File: config.mk
export PLATFORM = sky130hd
export DESIGN_NAME = stable_sorted_priority_queue_top_flat
export DESIGN_NICKNAME = d
export VERILOG_FILES = /design/src/sspq_pkg.sv /design/src/sspq_req_if.sv /design/src/sspq_rsp_if.sv /design/src/stable_sorted_priority_queue_top.sv /design/src/sspq_ctrl.sv /design/src/sspq_datapath.sv /design/src/flat_wrapper.sv
export VERILOG_INCLUDE_DIRS = /design/src /design/src/src
export SDC_FILE = /design/constraint.sdc
export NUM_CORES = 2
export LEC_CHECK = 0
export BUFFER_PORTS_ARGS = -buffer_cell sky130_fd_sc_hd__buf_2
export CORE_MARGIN = 2
export CORE_UTILIZATION = 40
export DETAILED_ROUTE_END_ITERATION = 10
export GPL_TIMING_DRIVEN = 1
export PLACE_DENSITY = 0.61
export RECOVER_POWER = 100
export SYNTH_ARGS = -nofsm -noshare
export SYNTH_HDL_FRONTEND = slang
export SYNTH_SLANG_ARGS = --single-unit
File: constraint.sdc
create_clock -name clk -period 4.9 [get_ports clk]
set_clock_uncertainty 0.05 [all_clocks]
set_input_delay 0.98 -clock clk [delete_from_list [all_inputs] [get_ports clk]]
set_output_delay 0.98 -clock clk [all_outputs]
set_load 0.01 [all_outputs]
File: src/stable_sorted_priority_queue_top_assert.svh
// Assertion macros shared by the priority queue RTL.
`ifndef STABLE_SORTED_PRIORITY_QUEUE_TOP_ASSERT_SVH
`define STABLE_SORTED_PRIORITY_QUEUE_TOP_ASSERT_SVH
`ifndef SYNTH
// Same-cycle implication, checked on every rising edge outside reset.
`define SSPQ_ASSERT_IMPL(label, ante, cons, msg) \
    label: assert property (@(posedge clk) disable iff (!rst_n) (ante) |-> (cons)) \
        else $error(msg);
// Next-cycle implication, checked on every rising edge outside reset.
`define SSPQ_ASSERT_NEXT(label, ante, cons, msg) \
    label: assert property (@(posedge clk) disable iff (!rst_n) (ante) |=> (cons)) \
        else $error(msg);
`else
`define SSPQ_ASSERT_IMPL(label, ante, cons, msg)
`define SSPQ_ASSERT_NEXT(label, ante, cons, msg)
`endif
`endif

File: src/sspq_pkg.sv
// Package with the types and constants of the sorted priority queue.
`timescale 1ns / 1ps
`default_nettype none
package sspq_pkg;

    localparam int KIND_W   = 2;
    localparam int TAG_W    = 32;
    localparam int PRIO_W   = 8;
    localparam int STATUS_W = 2;
    localparam int POS_W    = 5;

    // Request operation codes.
    typedef enum logic [KIND_W-1:0] {
        OP_INSERT = 2'd0,
        OP_REMOVE = 2'd1,
        OP_FIND   = 2'd2
    } op_t;

    // Result status codes.
    typedef enum logic [STATUS_W-1:0] {
        ST_OK       = 2'd0,
        ST_EMPTY    = 2'd1,
        ST_FULL     = 2'd2,
        ST_NOTFOUND = 2'd3
    } status_t;

    // Controller states.
    typedef enum logic [1:0] {
        CS_IDLE = 2'd0,
        CS_CMP  = 2'd1,
        CS_UPD  = 2'd2
    } ctl_state_t;

    // Commands from the controller to the datapath.
    typedef struct packed {
        logic load;
        logic compare;
        logic commit;
    } pq_cmd_t;

endpackage
`default_nettype wire

File: src/sspq_req_if.sv
// Request channel interface of the priority queue.
`timescale 1ns / 1ps
`default_nettype none
interface sspq_req_if
    import sspq_pkg::*;
();
    logic              valid;
    logic              ready;
    logic [KIND_W-1:0] kind;
    logic [TAG_W-1:0]  tag;
    logic [PRIO_W-1:0] priority_req;

    modport source (output valid, output kind, output tag, output priority_req, input ready);
    modport sink   (input valid, input kind, input tag, input priority_req, output ready);
endinterface
`default_nettype wire

File: src/sspq_rsp_if.sv
// Result channel interface of the priority queue.
`timescale 1ns / 1ps
`default_nettype none
interface sspq_rsp_if
    import sspq_pkg::*;
();
    logic                valid;
    logic                ready;
    logic [STATUS_W-1:0] status;
    logic [TAG_W-1:0]    out_tag;
    logic [PRIO_W-1:0]   out_priority;
    logic [POS_W-1:0]    position;
    logic [POS_W-1:0]    count;

    modport source (output valid, output status, output out_tag, output out_priority,
                    output position, output count, input ready);
    modport sink   (input valid, input status, input out_tag, input out_priority,
                    input position, input count, output ready);
endinterface
`default_nettype wire

File: src/stable_sorted_priority_queue_top.sv
// Top level of the stable sorted priority queue.
`timescale 1ns / 1ps
`default_nettype none
// A bounded priority queue of up to CAPACITY entries held in a row of cells in descending
// priority order; entries of equal priority leave in the order they arrived. Each request
// transaction (insert, remove head, find by tag) yields exactly one result transaction that
// carries a status, the removed tag, the removed or found priority, the 1-based position of
// a found entry and the entry count after the operation. A request passes a compare state,
// in which every cell compares its priority and tag with the request in parallel, and then
// an update state, in which the cell row shifts and the result register is loaded and
// offered. No request is taken in the compare state; the next one is taken as the update
// commits. A result that is held back stalls the queue only once a further result is ready
// to be written. Tags wider than TAG_BITS and priorities wider than PRIORITY_BITS keep their
// low bits. Entries are not cleared at reset; only the count is, so the block is ready
// straight after reset.
module stable_sorted_priority_queue_top
    import sspq_pkg::*;
#(
    parameter int CAPACITY      = 16,
    parameter int TAG_BITS      = 32,
    parameter int PRIORITY_BITS = 8
)
(
    input  wire logic  clk,
    input  wire logic  rst_n,
    sspq_req_if.sink   req,
    sspq_rsp_if.source rsp
);

    pq_cmd_t cmd;

    // The controller owns the handshakes and sequencing.
    sspq_ctrl u_ctrl (
        .clk       (clk),
        .rst_n     (rst_n),
        .req_valid (req.valid),
        .req_ready (req.ready),
        .rsp_valid (rsp.valid),
        .rsp_ready (rsp.ready),
        .cmd       (cmd)
    );

    // The datapath holds the entries, the compare vectors and the result register.
    sspq_datapath #(
        .CAPACITY      (CAPACITY),
        .TAG_BITS      (TAG_BITS),
        .PRIORITY_BITS (PRIORITY_BITS)
    ) u_datapath (
        .clk          (clk),
        .rst_n        (rst_n),
        .cmd          (cmd),
        .kind         (req.kind),
        .tag          (req.tag),
        .priority_req (req.priority_req),
        .status       (rsp.status),
        .out_tag      (rsp.out_tag),
        .out_priority (rsp.out_priority),
        .position     (rsp.position),
        .count        (rsp.count)
    );

endmodule
`default_nettype wire

File: src/sspq_ctrl.sv
// Controller state machine of the priority queue.
`timescale 1ns / 1ps
`default_nettype none
`include "stable_sorted_priority_queue_top_assert.svh"
module sspq_ctrl
    import sspq_pkg::*;
(
    input  wire logic    clk,
    input  wire logic    rst_n,
    input  wire logic    req_valid,
    output logic         req_ready,
    output logic         rsp_valid,
    input  wire logic    rsp_ready,
    output pq_cmd_t      cmd
);

    ctl_state_t state_reg, state_next;
    logic       out_valid_reg, out_valid_next;
    logic       commit;

    always_ff @(posedge clk or negedge rst_n) begin
        if (!rst_n) begin
            state_reg     <= CS_IDLE;
            out_valid_reg <= 1'b0;
        end
        else begin
            state_reg     <= state_next;
            out_valid_reg <= out_valid_next;
        end
    end

    always_comb begin
        state_next  = state_reg;
        commit      = 1'b0;
        req_ready   = 1'b0;
        unique case (state_reg)
            CS_IDLE:
            begin
                req_ready = 1'b1;
                if (req_valid) begin
                    state_next = CS_CMP;
                end
            end
            CS_CMP:
            begin
                state_next = CS_UPD;
            end
            CS_UPD:
            begin
                // The result register must be free or emptying this cycle.
                commit    = !out_valid_reg || rsp_ready;
                req_ready = commit;
                if (commit) begin
                    state_next = req_valid ? CS_CMP : CS_IDLE;
                end
            end
            default:
            begin
                state_next = CS_IDLE;
            end
        endcase

        if (commit) begin
            out_valid_next = 1'b1;
        end
        else if (rsp_ready) begin
            out_valid_next = 1'b0;
        end
        else begin
            out_valid_next = out_valid_reg;
        end

        cmd.load    = req_valid && req_ready;
        cmd.compare = (state_reg == CS_CMP);
        cmd.commit  = commit;
    end

    assign rsp_valid = out_valid_reg;

    `SSPQ_ASSERT_IMPL(a_no_accept_in_cmp, state_reg == CS_CMP, !req_ready, "request accepted during compare")
    `SSPQ_ASSERT_NEXT(a_cmp_then_upd, state_reg == CS_CMP, state_reg == CS_UPD, "compare not followed by update")
    `SSPQ_ASSERT_NEXT(a_commit_shows, cmd.commit, out_valid_reg, "committed result not presented")

endmodule
`default_nettype wire

File: src/sspq_datapath.sv
// Datapath of the priority queue: request latch, cell row, compare vectors and result register.
`timescale 1ns / 1ps
`default_nettype none
`include "stable_sorted_priority_queue_top_assert.svh"
module sspq_datapath
    import sspq_pkg::*;
#(
    parameter int CAPACITY      = 16,
    parameter int TAG_BITS      = 32,
    parameter int PRIORITY_BITS = 8
)
(
    input  wire logic                clk,
    input  wire logic                rst_n,
    input  wire pq_cmd_t             cmd,
    input  wire logic [KIND_W-1:0]   kind,
    input  wire logic [TAG_W-1:0]    tag,
    input  wire logic [PRIO_W-1:0]   priority_req,
    output logic [STATUS_W-1:0]      status,
    output logic [TAG_W-1:0]         out_tag,
    output logic [PRIO_W-1:0]        out_priority,
    output logic [POS_W-1:0]         position,
    output logic [POS_W-1:0]         count
);

    localparam int TW = (TAG_BITS < TAG_W) ? TAG_BITS : TAG_W;
    localparam int PW = (PRIORITY_BITS < PRIO_W) ? PRIORITY_BITS : PRIO_W;
    localparam int CW = $clog2(CAPACITY + 1);
    localparam logic [CW-1:0] CAP_C = CW'(CAPACITY);

    logic [KIND_W-1:0]   kind_reg;
    logic [TW-1:0]       tag_reg;
    logic [PW-1:0]       prio_reg;

    logic [TW-1:0]       cell_tag_reg  [CAPACITY];
    logic [PW-1:0]       cell_prio_reg [CAPACITY];
    logic [CW-1:0]       count_reg, count_next;

    logic [CAPACITY-1:0] ge_reg, ge_next, match_reg, match_next;
    logic [CAPACITY-1:0] first, take, shift;
    logic                hit, full, empty, ins_ok, rem_ok;
    logic [CW-1:0]       hit_pos;
    logic [PW-1:0]       hit_prio;

    logic [STATUS_W-1:0] status_reg, status_next;
    logic [TAG_W-1:0]    out_tag_reg, out_tag_next;
    logic [PRIO_W-1:0]   out_prio_reg, out_prio_next;
    logic [POS_W-1:0]    pos_reg, pos_next;
    logic [POS_W-1:0]    out_count_reg;

    // Request latch.
    always_ff @(posedge clk) begin
        if (cmd.load) begin
            kind_reg <= kind;
            tag_reg  <= tag[TW-1:0];
            prio_reg <= priority_req[PW-1:0];
        end
    end

    // Per-cell compare against the latched request; cells beyond the count never match.
    always_comb begin
        for (int i = 0; i < CAPACITY; i++) begin
            ge_next[i]    = (CW'(i) < count_reg) && (cell_prio_reg[i] >= prio_reg);
            match_next[i] = (CW'(i) < count_reg) && (cell_tag_reg[i] == tag_reg);
        end
    end

    always_ff @(posedge clk) begin
        if (cmd.compare) begin
            ge_reg    <= ge_next;
            match_reg <= match_next;
        end
    end

    assign full   = (count_reg == CAP_C);
    assign empty  = (count_reg == '0);
    assign ins_ok = cmd.commit && (kind_reg == OP_INSERT) && !full;
    assign rem_ok = cmd.commit && (kind_reg == OP_REMOVE) && !empty;

    // Lowest matching cell is isolated by ANDing the match vector with its two's complement.
    always_comb begin
        first    = match_reg & ((~match_reg) + CAPACITY'(1));
        hit      = |match_reg;
        hit_pos  = '0;
        hit_prio = '0;
        for (int i = 0; i < CAPACITY; i++) begin
            if (first[i]) begin
                hit_pos  = hit_pos | CW'(i + 1);
                hit_prio = hit_prio | cell_prio_reg[i];
            end
        end
    end

    // Cell row: shifts down for an insert, up for a remove.
    for (genvar gi = 0; gi < CAPACITY; gi++) begin : g_cell
        logic [TW-1:0] dn_tag, up_tag;
        logic [PW-1:0] dn_prio, up_prio;

        if (gi == 0) begin : g_head
            assign take[gi]  = !ge_reg[gi];
            assign shift[gi] = 1'b0;
            assign dn_tag    = cell_tag_reg[gi];
            assign dn_prio   = cell_prio_reg[gi];
        end
        else begin : g_body
            assign take[gi]  = !ge_reg[gi] && ge_reg[gi-1];
            assign shift[gi] = !ge_reg[gi] && !ge_reg[gi-1];
            assign dn_tag    = cell_tag_reg[gi-1];
            assign dn_prio   = cell_prio_reg[gi-1];
        end

        if (gi == CAPACITY - 1) begin : g_tail
            assign up_tag  = cell_tag_reg[gi];
            assign up_prio = cell_prio_reg[gi];
        end
        else begin : g_inner
            assign up_tag  = cell_tag_reg[gi+1];
            assign up_prio = cell_prio_reg[gi+1];
        end

        always_ff @(posedge clk) begin
            if (ins_ok) begin
                if (take[gi]) begin
                    cell_tag_reg[gi]  <= tag_reg;
                    cell_prio_reg[gi] <= prio_reg;
                end
                else if (shift[gi]) begin
                    cell_tag_reg[gi]  <= dn_tag;
                    cell_prio_reg[gi] <= dn_prio;
                end
            end
            else if (rem_ok) begin
                cell_tag_reg[gi]  <= up_tag;
                cell_prio_reg[gi] <= up_prio;
            end
        end
    end

    // Result and new count.
    always_comb begin
        status_next   = ST_OK;
        out_tag_next  = '0;
        out_prio_next = '0;
        pos_next      = '0;
        count_next    = count_reg;
        unique case (kind_reg)
            OP_INSERT:
            begin
                if (full) begin
                    status_next = ST_FULL;
                end
                else begin
                    count_next = count_reg + 1'b1;
                end
            end
            OP_REMOVE:
            begin
                if (empty) begin
                    status_next = ST_EMPTY;
                end
                else begin
                    out_tag_next  = TAG_W'(cell_tag_reg[0]);
                    out_prio_next = PRIO_W'(cell_prio_reg[0]);
                    count_next    = count_reg - 1'b1;
                end
            end
            OP_FIND:
            begin
                if (empty) begin
                    status_next = ST_EMPTY;
                end
                else if (hit) begin
                    out_prio_next = PRIO_W'(hit_prio);
                    pos_next      = POS_W'(hit_pos);
                end
                else begin
                    status_next = ST_NOTFOUND;
                end
            end
            default:
            begin
                status_next = ST_OK;
            end
        endcase
    end

    always_ff @(posedge clk or negedge rst_n) begin
        if (!rst_n) begin
            count_reg <= '0;
        end
        else if (cmd.commit) begin
            count_reg <= count_next;
        end
    end

    always_ff @(posedge clk) begin
        if (cmd.commit) begin
            status_reg    <= status_next;
            out_tag_reg   <= out_tag_next;
            out_prio_reg  <= out_prio_next;
            pos_reg       <= pos_next;
            out_count_reg <= POS_W'(count_next);
        end
    end

    assign status       = status_reg;
    assign out_tag      = out_tag_reg;
    assign out_priority = out_prio_reg;
    assign position     = pos_reg;
    assign count        = out_count_reg;

    `SSPQ_ASSERT_IMPL(a_count_bound, 1'b1, count_reg <= CAP_C, "entry count above capacity")
    `SSPQ_ASSERT_IMPL(a_first_onehot, cmd.commit, $onehot0(first), "more than one first match")
    `SSPQ_ASSERT_IMPL(a_sorted_prefix, cmd.commit, ((ge_reg + CAPACITY'(1)) & ge_reg) == '0, "cell row out of order")
    `SSPQ_ASSERT_NEXT(a_insert_grows, ins_ok, count_reg == $past(count_reg) + 1'b1, "insert did not add an entry")

endmodule
`default_nettype wire
File: src/flat_wrapper.sv
// flat-port wrapper written by rule: the top's interface ports become plain ports
module stable_sorted_priority_queue_top_flat import sspq_pkg::*;
#(
    parameter int CAPACITY      = 16,
    parameter int TAG_BITS      = 32,
    parameter int PRIORITY_BITS = 8
)
  (clk, rst_n, req_valid, req_kind, req_tag, req_priority_req, req_ready, rsp_valid, rsp_status, rsp_out_tag, rsp_out_priority, rsp_position, rsp_count, rsp_ready);
  sspq_req_if req_i ();
  sspq_rsp_if rsp_i ();
  input  wire logic clk;
  input  wire logic rst_n;
  input wire logic [$bits(req_i.valid)-1:0] req_valid;
  input wire logic [$bits(req_i.kind)-1:0] req_kind;
  input wire logic [$bits(req_i.tag)-1:0] req_tag;
  input wire logic [$bits(req_i.priority_req)-1:0] req_priority_req;
  output wire logic [$bits(req_i.ready)-1:0] req_ready;
  output wire logic [$bits(rsp_i.valid)-1:0] rsp_valid;
  output wire logic [$bits(rsp_i.status)-1:0] rsp_status;
  output wire logic [$bits(rsp_i.out_tag)-1:0] rsp_out_tag;
  output wire logic [$bits(rsp_i.out_priority)-1:0] rsp_out_priority;
  output wire logic [$bits(rsp_i.position)-1:0] rsp_position;
  output wire logic [$bits(rsp_i.count)-1:0] rsp_count;
  input wire logic [$bits(rsp_i.ready)-1:0] rsp_ready;
  assign req_i.valid = req_valid;
  assign req_i.kind = req_kind;
  assign req_i.tag = req_tag;
  assign req_i.priority_req = req_priority_req;
  assign req_ready = req_i.ready;
  assign rsp_valid = rsp_i.valid;
  assign rsp_status = rsp_i.status;
  assign rsp_out_tag = rsp_i.out_tag;
  assign rsp_out_priority = rsp_i.out_priority;
  assign rsp_position = rsp_i.position;
  assign rsp_count = rsp_i.count;
  assign rsp_i.ready = rsp_ready;
  stable_sorted_priority_queue_top #(.CAPACITY(CAPACITY), .TAG_BITS(TAG_BITS), .PRIORITY_BITS(PRIORITY_BITS)) u_core (.clk(clk), .rst_n(rst_n), .req(req_i), .rsp(rsp_i));
endmodule
== Yosys cells after proc, flatten, opt, wreduce, memory -nomap -nowiden ==
Memory sizes are Yosys's and may differ from the RTL's.
Index checks and enable logic that the tools add are counted.
Operators by class
  add/subtract/negate cells: 3
  $lt $le $gt $ge: 32
  eq/ne operators: 23
  multiplexer cells: 225
  bitwise logic cells: 82
  reductions and logical operators: 95
Operator list (number)
  $mux 32: 31
  $eq 32x32->1: 16
  $mux 8: 50
  $ge 8x8->1: 16
  $or 8x8->8: 15
  $mux 1: 117
  $logic_and 1x1->1: 67
  $or 1x1->1: 62
  $lt 4x5->1 const A: 8
  $mux 4: 8
  $lt 3x5->1 const A: 4
  $logic_not 1->1: 19
  $add 16x1->16 const B: 1
  $and 16x16->16: 1
  $not 16->16: 1
  $pmux 8 s2: 1
  $reduce_or 16->1: 1
  $mux 5: 3
  $mux 2: 7
  $mux 3: 4
  $pmux 2 s3: 2
  $lt 1x5->1 const A: 2
  $lt 2x5->1 const A: 2
  $pmux 5 s2: 1
  15 further kinds: 21
Word-level totals
  register bits: 134
  RAM bits: 640
  logic and storage cells: 475
  memories kept: 2
Memory list
  u_core.u_datapath.cell_tag_reg: words 16, width 32, rd ports 16, clocked after memory_dff 0, wr ports 16, RTL line sspq_datapath.sv:35  | logic [TW-1:0] cell_tag_reg [CAPACITY];
  u_core.u_datapath.cell_prio_reg: words 16, width 8, rd ports 16, clocked after memory_dff 0, wr ports 16, RTL line sspq_datapath.sv:36  | logic [PW-1:0] cell_prio_reg [CAPACITY];

== Logic depth before layout (Yosys ltp) ==
  word-level depth: 37
  gate-level depth with buffers: 12

== Modules after synthesis ==
Synthesis repeated with hierarchy kept, for this count alone.
Second synthesis, totals
  cells, all modules: 4404
  area, all modules: 47015.1 sq um
By module, submodules not included
  sspq_datapath: times used 1, cells an instance 4388, area an instance 46861.2 sq um, sequential area each 23127.2 sq um
  sspq_ctrl: times used 1, cells an instance 16, area an instance 153.9 sq um, sequential area each 75.1 sq um

== Worst setup path before layout ==
Ideal clock, no wire load.
  path type: input to register
  start: in rsp_ready
  end: mem u_core.u_datapath.cell_prio_reg[0][56] (netlist bit), enable pin
  library setup time: 0.437 ns
  data arrival time: 4.979 ns
  setup slack: -0.566 ns
  stages: 5
  path buffers: 1
  cell sequence: nor2b_1 nor2_1 clkbuf_1 inv_1 nor2_1
RTL lines
  start: declaration: RTL line flat_wrapper.sv:24  | input wire logic [$bits(rsp_i.ready)-1:0] rsp_ready;
  end: declaration: RTL line sspq_datapath.sv:36

== Final worst setup path ==
  start: reg u_core.u_datapath.tag_reg[20]
  end: reg u_core.u_datapath.match_reg[6] (data pin)
On the way
  longest elaborated chain between the ends: 2
Ends and longest elaborated chain
  start: declaration: RTL line sspq_datapath.sv:32  | logic [TW-1:0] tag_reg;
  start signal: assignment: RTL line sspq_datapath.sv:55  | tag_reg <= tag[TW-1:0];
  $eq 32x32->1: RTL line sspq_datapath.sv:64  | match_next[i] = (CW'(i) < count_reg) && (cell_tag_reg[i] == tag_reg);
  $logic_and 1x1->1: RTL line sspq_datapath.sv:64
  via u_core.u_datapath.match_next[6]: RTL line sspq_datapath.sv:39  | logic [CAPACITY-1:0] ge_reg, ge_next, match_reg, match_next;
  end signal: assignment: RTL line sspq_datapath.sv:71  | match_reg <= match_next;
  end: declaration: RTL line sspq_datapath.sv:39
The timed path passes the listed nets, and every way through them passes these cells.
A chain may end at the register's enable or synchronous reset.

==> impl_metrics.ini <==
[outcome]
status = finished, violations left
violations = max-capacitance violations, max-slew violations

[logic_synthesis]
synth_warnings = 0
ys_seq_elements = 774
ys_top_cells_by_count = edfxtp_1, a21oi_1, mux2i_1, nor2_1, xor2_1
synth_edf_count = 766
synth_most_common_cell = edfxtp_1
synth_top_area_cell = edfxtp_1
synth_flop_cell = edfxtp_1
syn-num-nets = 4441
synth.avg_cell_area_um2 = 11.0
synthArstFlopShare_pct = 1.03
yosysSeqAreaShare_pct = 49.6
syn_area_um2 = 46700
synth_cell_types = 66
synth_cells = 4260
netlist.area_leader.share_pct = 49.2
synth_area_leaders = edfxtp_1, mux2i_1, a21oi_1

[clocking]
cts_resized = 0
htree_levels = 3
postCtsSetupRepairBufs = 0
cts_sinks = 774
holdBufCountCts = 0
path_clk_slew_ns = 0.06
cts_max_path_buffers = 3
cts_buffers = 90
cts_tree = built
clockRootBuffer = clkbuf_16
clkLatencyLatePin_ns = 0.67

[layout]
antenna_cells = 0
final_util_pct = 44.4
largest_register_ffs = 512
area_growth_pct = 10.1
drive_gt1_share_pct = 8.61
fin_nets = 4404
layout.cells.non_filler = 5821
n_fill_cell = 11020

[drt]
wl_per_cell_um = 25.3
vias_per_cell = 5.91
ant_nets = 0
vias = 34376
drtIter0Drc = 4079
drc = 0
firstDrtPassIters = 5
drt_wl_total_um = 147000

[sta]
fin_crit_ns = 4.29
hold_violations = 0
worst_pin_slew_ns = 2.89
fmax_mhz = 233
finalSetupViolCount = 0
slew_headroom_pct = -93.1
tns_ns = 0
final_max_slew_viol_count = 209
rsz0062_at_grt = no
fin_ws_ns = 0.606
period_share_pct = 87.6

[die]
die_w_um = 346
coreArea_um2 = 116000
die_h_um = 346
rows = 125
io_pins = 100
start_util_pct = 40.3
die_area_um2 = 120000

[worst_setup_path]
worstSetupStartpointType = flip-flop
worstPathMaxFanout = 27
crit_buf_inv = 1
crit_arrival_ns = 4.77
required_ns = 5.38
cpLargestDelayFamily = simple AND/OR/NAND/NOR gates
crit_path_max_incr_delay_ns = 1.27
crit_chain = clkbuf_1 > xor2_1 > nor4_1 > nand4_1 > nor4_1 > and3_1
cpMostUsedCell = nor4_1
critPathSlowestCell = clkbuf_1
crit_type = reg2reg
cp-end-kind = flip-flop

[grt]
grt.overflow.total = 0
grt_pass1_vias = 33412
grt_max_degree = 138
use_met2_pct = 37.3
grt_use_total_pct = 23.8
grt_antenna_before_repair = 4
top_usage_layer = met2
met1_usage_pct = 33.7
grt_pass1_wl_um = 219000
grt_util_met3_pct = 4.15

[job]
drv_cap = 7

[pwr]
p_leak_uw = 0.0174
powerDensity_nw_per_um2 = 342
peakVddDrop_mv = 0.257

[place]
gp_routability_congestion = 0.894
io_buffers = 99
hpwl_um = 107000
dp_cells = 5655
place_ws_ns = 1.13

[min_path]
hold_class = in2async
==> cell families (layout without fill, tap and decap cells) <==
group           count (synthesis)  in the layout  synth area share, %
xor+xnor                      513            513                 9.61
simple gates                  987            987                 9.72
buf+inv                       390            427                 3.75
flops                         774            774                 49.6
compound gates                825            825                 9.83
mux                           636            636                 13.8
fa+ha+maj                     135            135                 3.61
==> cell type report <==
| cell class | count | area, um2 | share of cell area [%] |
|---|---|---|---|
| repair buffers | 229 | 1550 | 3.00 |
| multi-input cells | 3096 | 21900 | 42.5 |
| flip-flops and latches | 774 | 23200 | 45.1 |
| clock inverters | 54 | 465 | 0.904 |
| well taps | 1524 | 1910 | 3.70 |
| inverters | 32 | 120 | 0.233 |
| clock buffers | 112 | 2370 | 4.60 |
==> layer usage <==
layer / wire length [um] / vias up
li1: - / 15510
met1: 63500 / 17214
met2: 67200 / 1429
met3: 11900 / 221
met4: 4600 / 2
met5: 18 / -
==> cells in the final DEF (no fill, tap or decap), types with 40 or more instances in the layout <==
cell type and count:
mux2_2 73, nor4_1 95, buf_4 84, nand2_1 112, mux2i_1 563, clkbuf_1 103
xor2_1 291, o21ai_0 86, xnor2_1 222, and3_1 40, nand4_1 70, nor2_1 546
ha_1 135, clkbuf_16 91, a21oi_1 569, edfxtp_1 766
==> where the power goes <==
group / leakage (uW) / switching, uW / internal [uW]
logic: 0.00890 / 1700 / 941
clock network: 0.00139 / 2900 / 3800
registers: 0.00709 / 465 / 7800
total: 0.0174 / 5070 / 12500
==> per-stage QoR <==
| stage | hold WS (ns) | power, uW | area [um2] |
|---|---|---|---|
| CTS | 0.110 | 17700 | 51900 |
| global route | 0.273 | 18200 | 51500 |
| floorplan | 0.464 | 9990 | 46700 |
| finish | 0.292 | 17600 | 51500 |
| global placement | 0.468 | 11000 | 49000 |
| detailed placement | 0.461 | 11000 | 49000 |
==> final timing paths <==
| path | start | to | slack, ns | cells after the start |
|---|---|---|---|---|
| max reg2reg | u_core.u_datapath.tag_reg[20]$_DFFE_PP_ | u_core.u_datapath.match_reg[6]$_DFFE_PN_ | 0.61 | 6 |
| min in group clk | req_tag[21] | u_core.u_datapath.tag_reg[21]$_DFFE_PP_ | 0.44 | 1 |
| min | rst_n | u_core.u_ctrl.state_reg[0]$_DFFE_PN0P_ | 0.29 | 1 |
| max in group asynchronous | rst_n | u_core.u_datapath.count_reg[1]$_DFFE_PN0P_ | 4.04 | 1 |
| min reg2reg | u_core.u_ctrl.rsp_valid$_DFFE_PN0P_ | u_core.u_ctrl.rsp_valid$_DFFE_PN0P_ | 0.48 | 2 |
| max | u_core.u_datapath.tag_reg[20]$_DFFE_PP_ | u_core.u_datapath.match_reg[6]$_DFFE_PN_ | 0.61 | 6 |
Note: power is estimated with default switching activity, not from simulation.
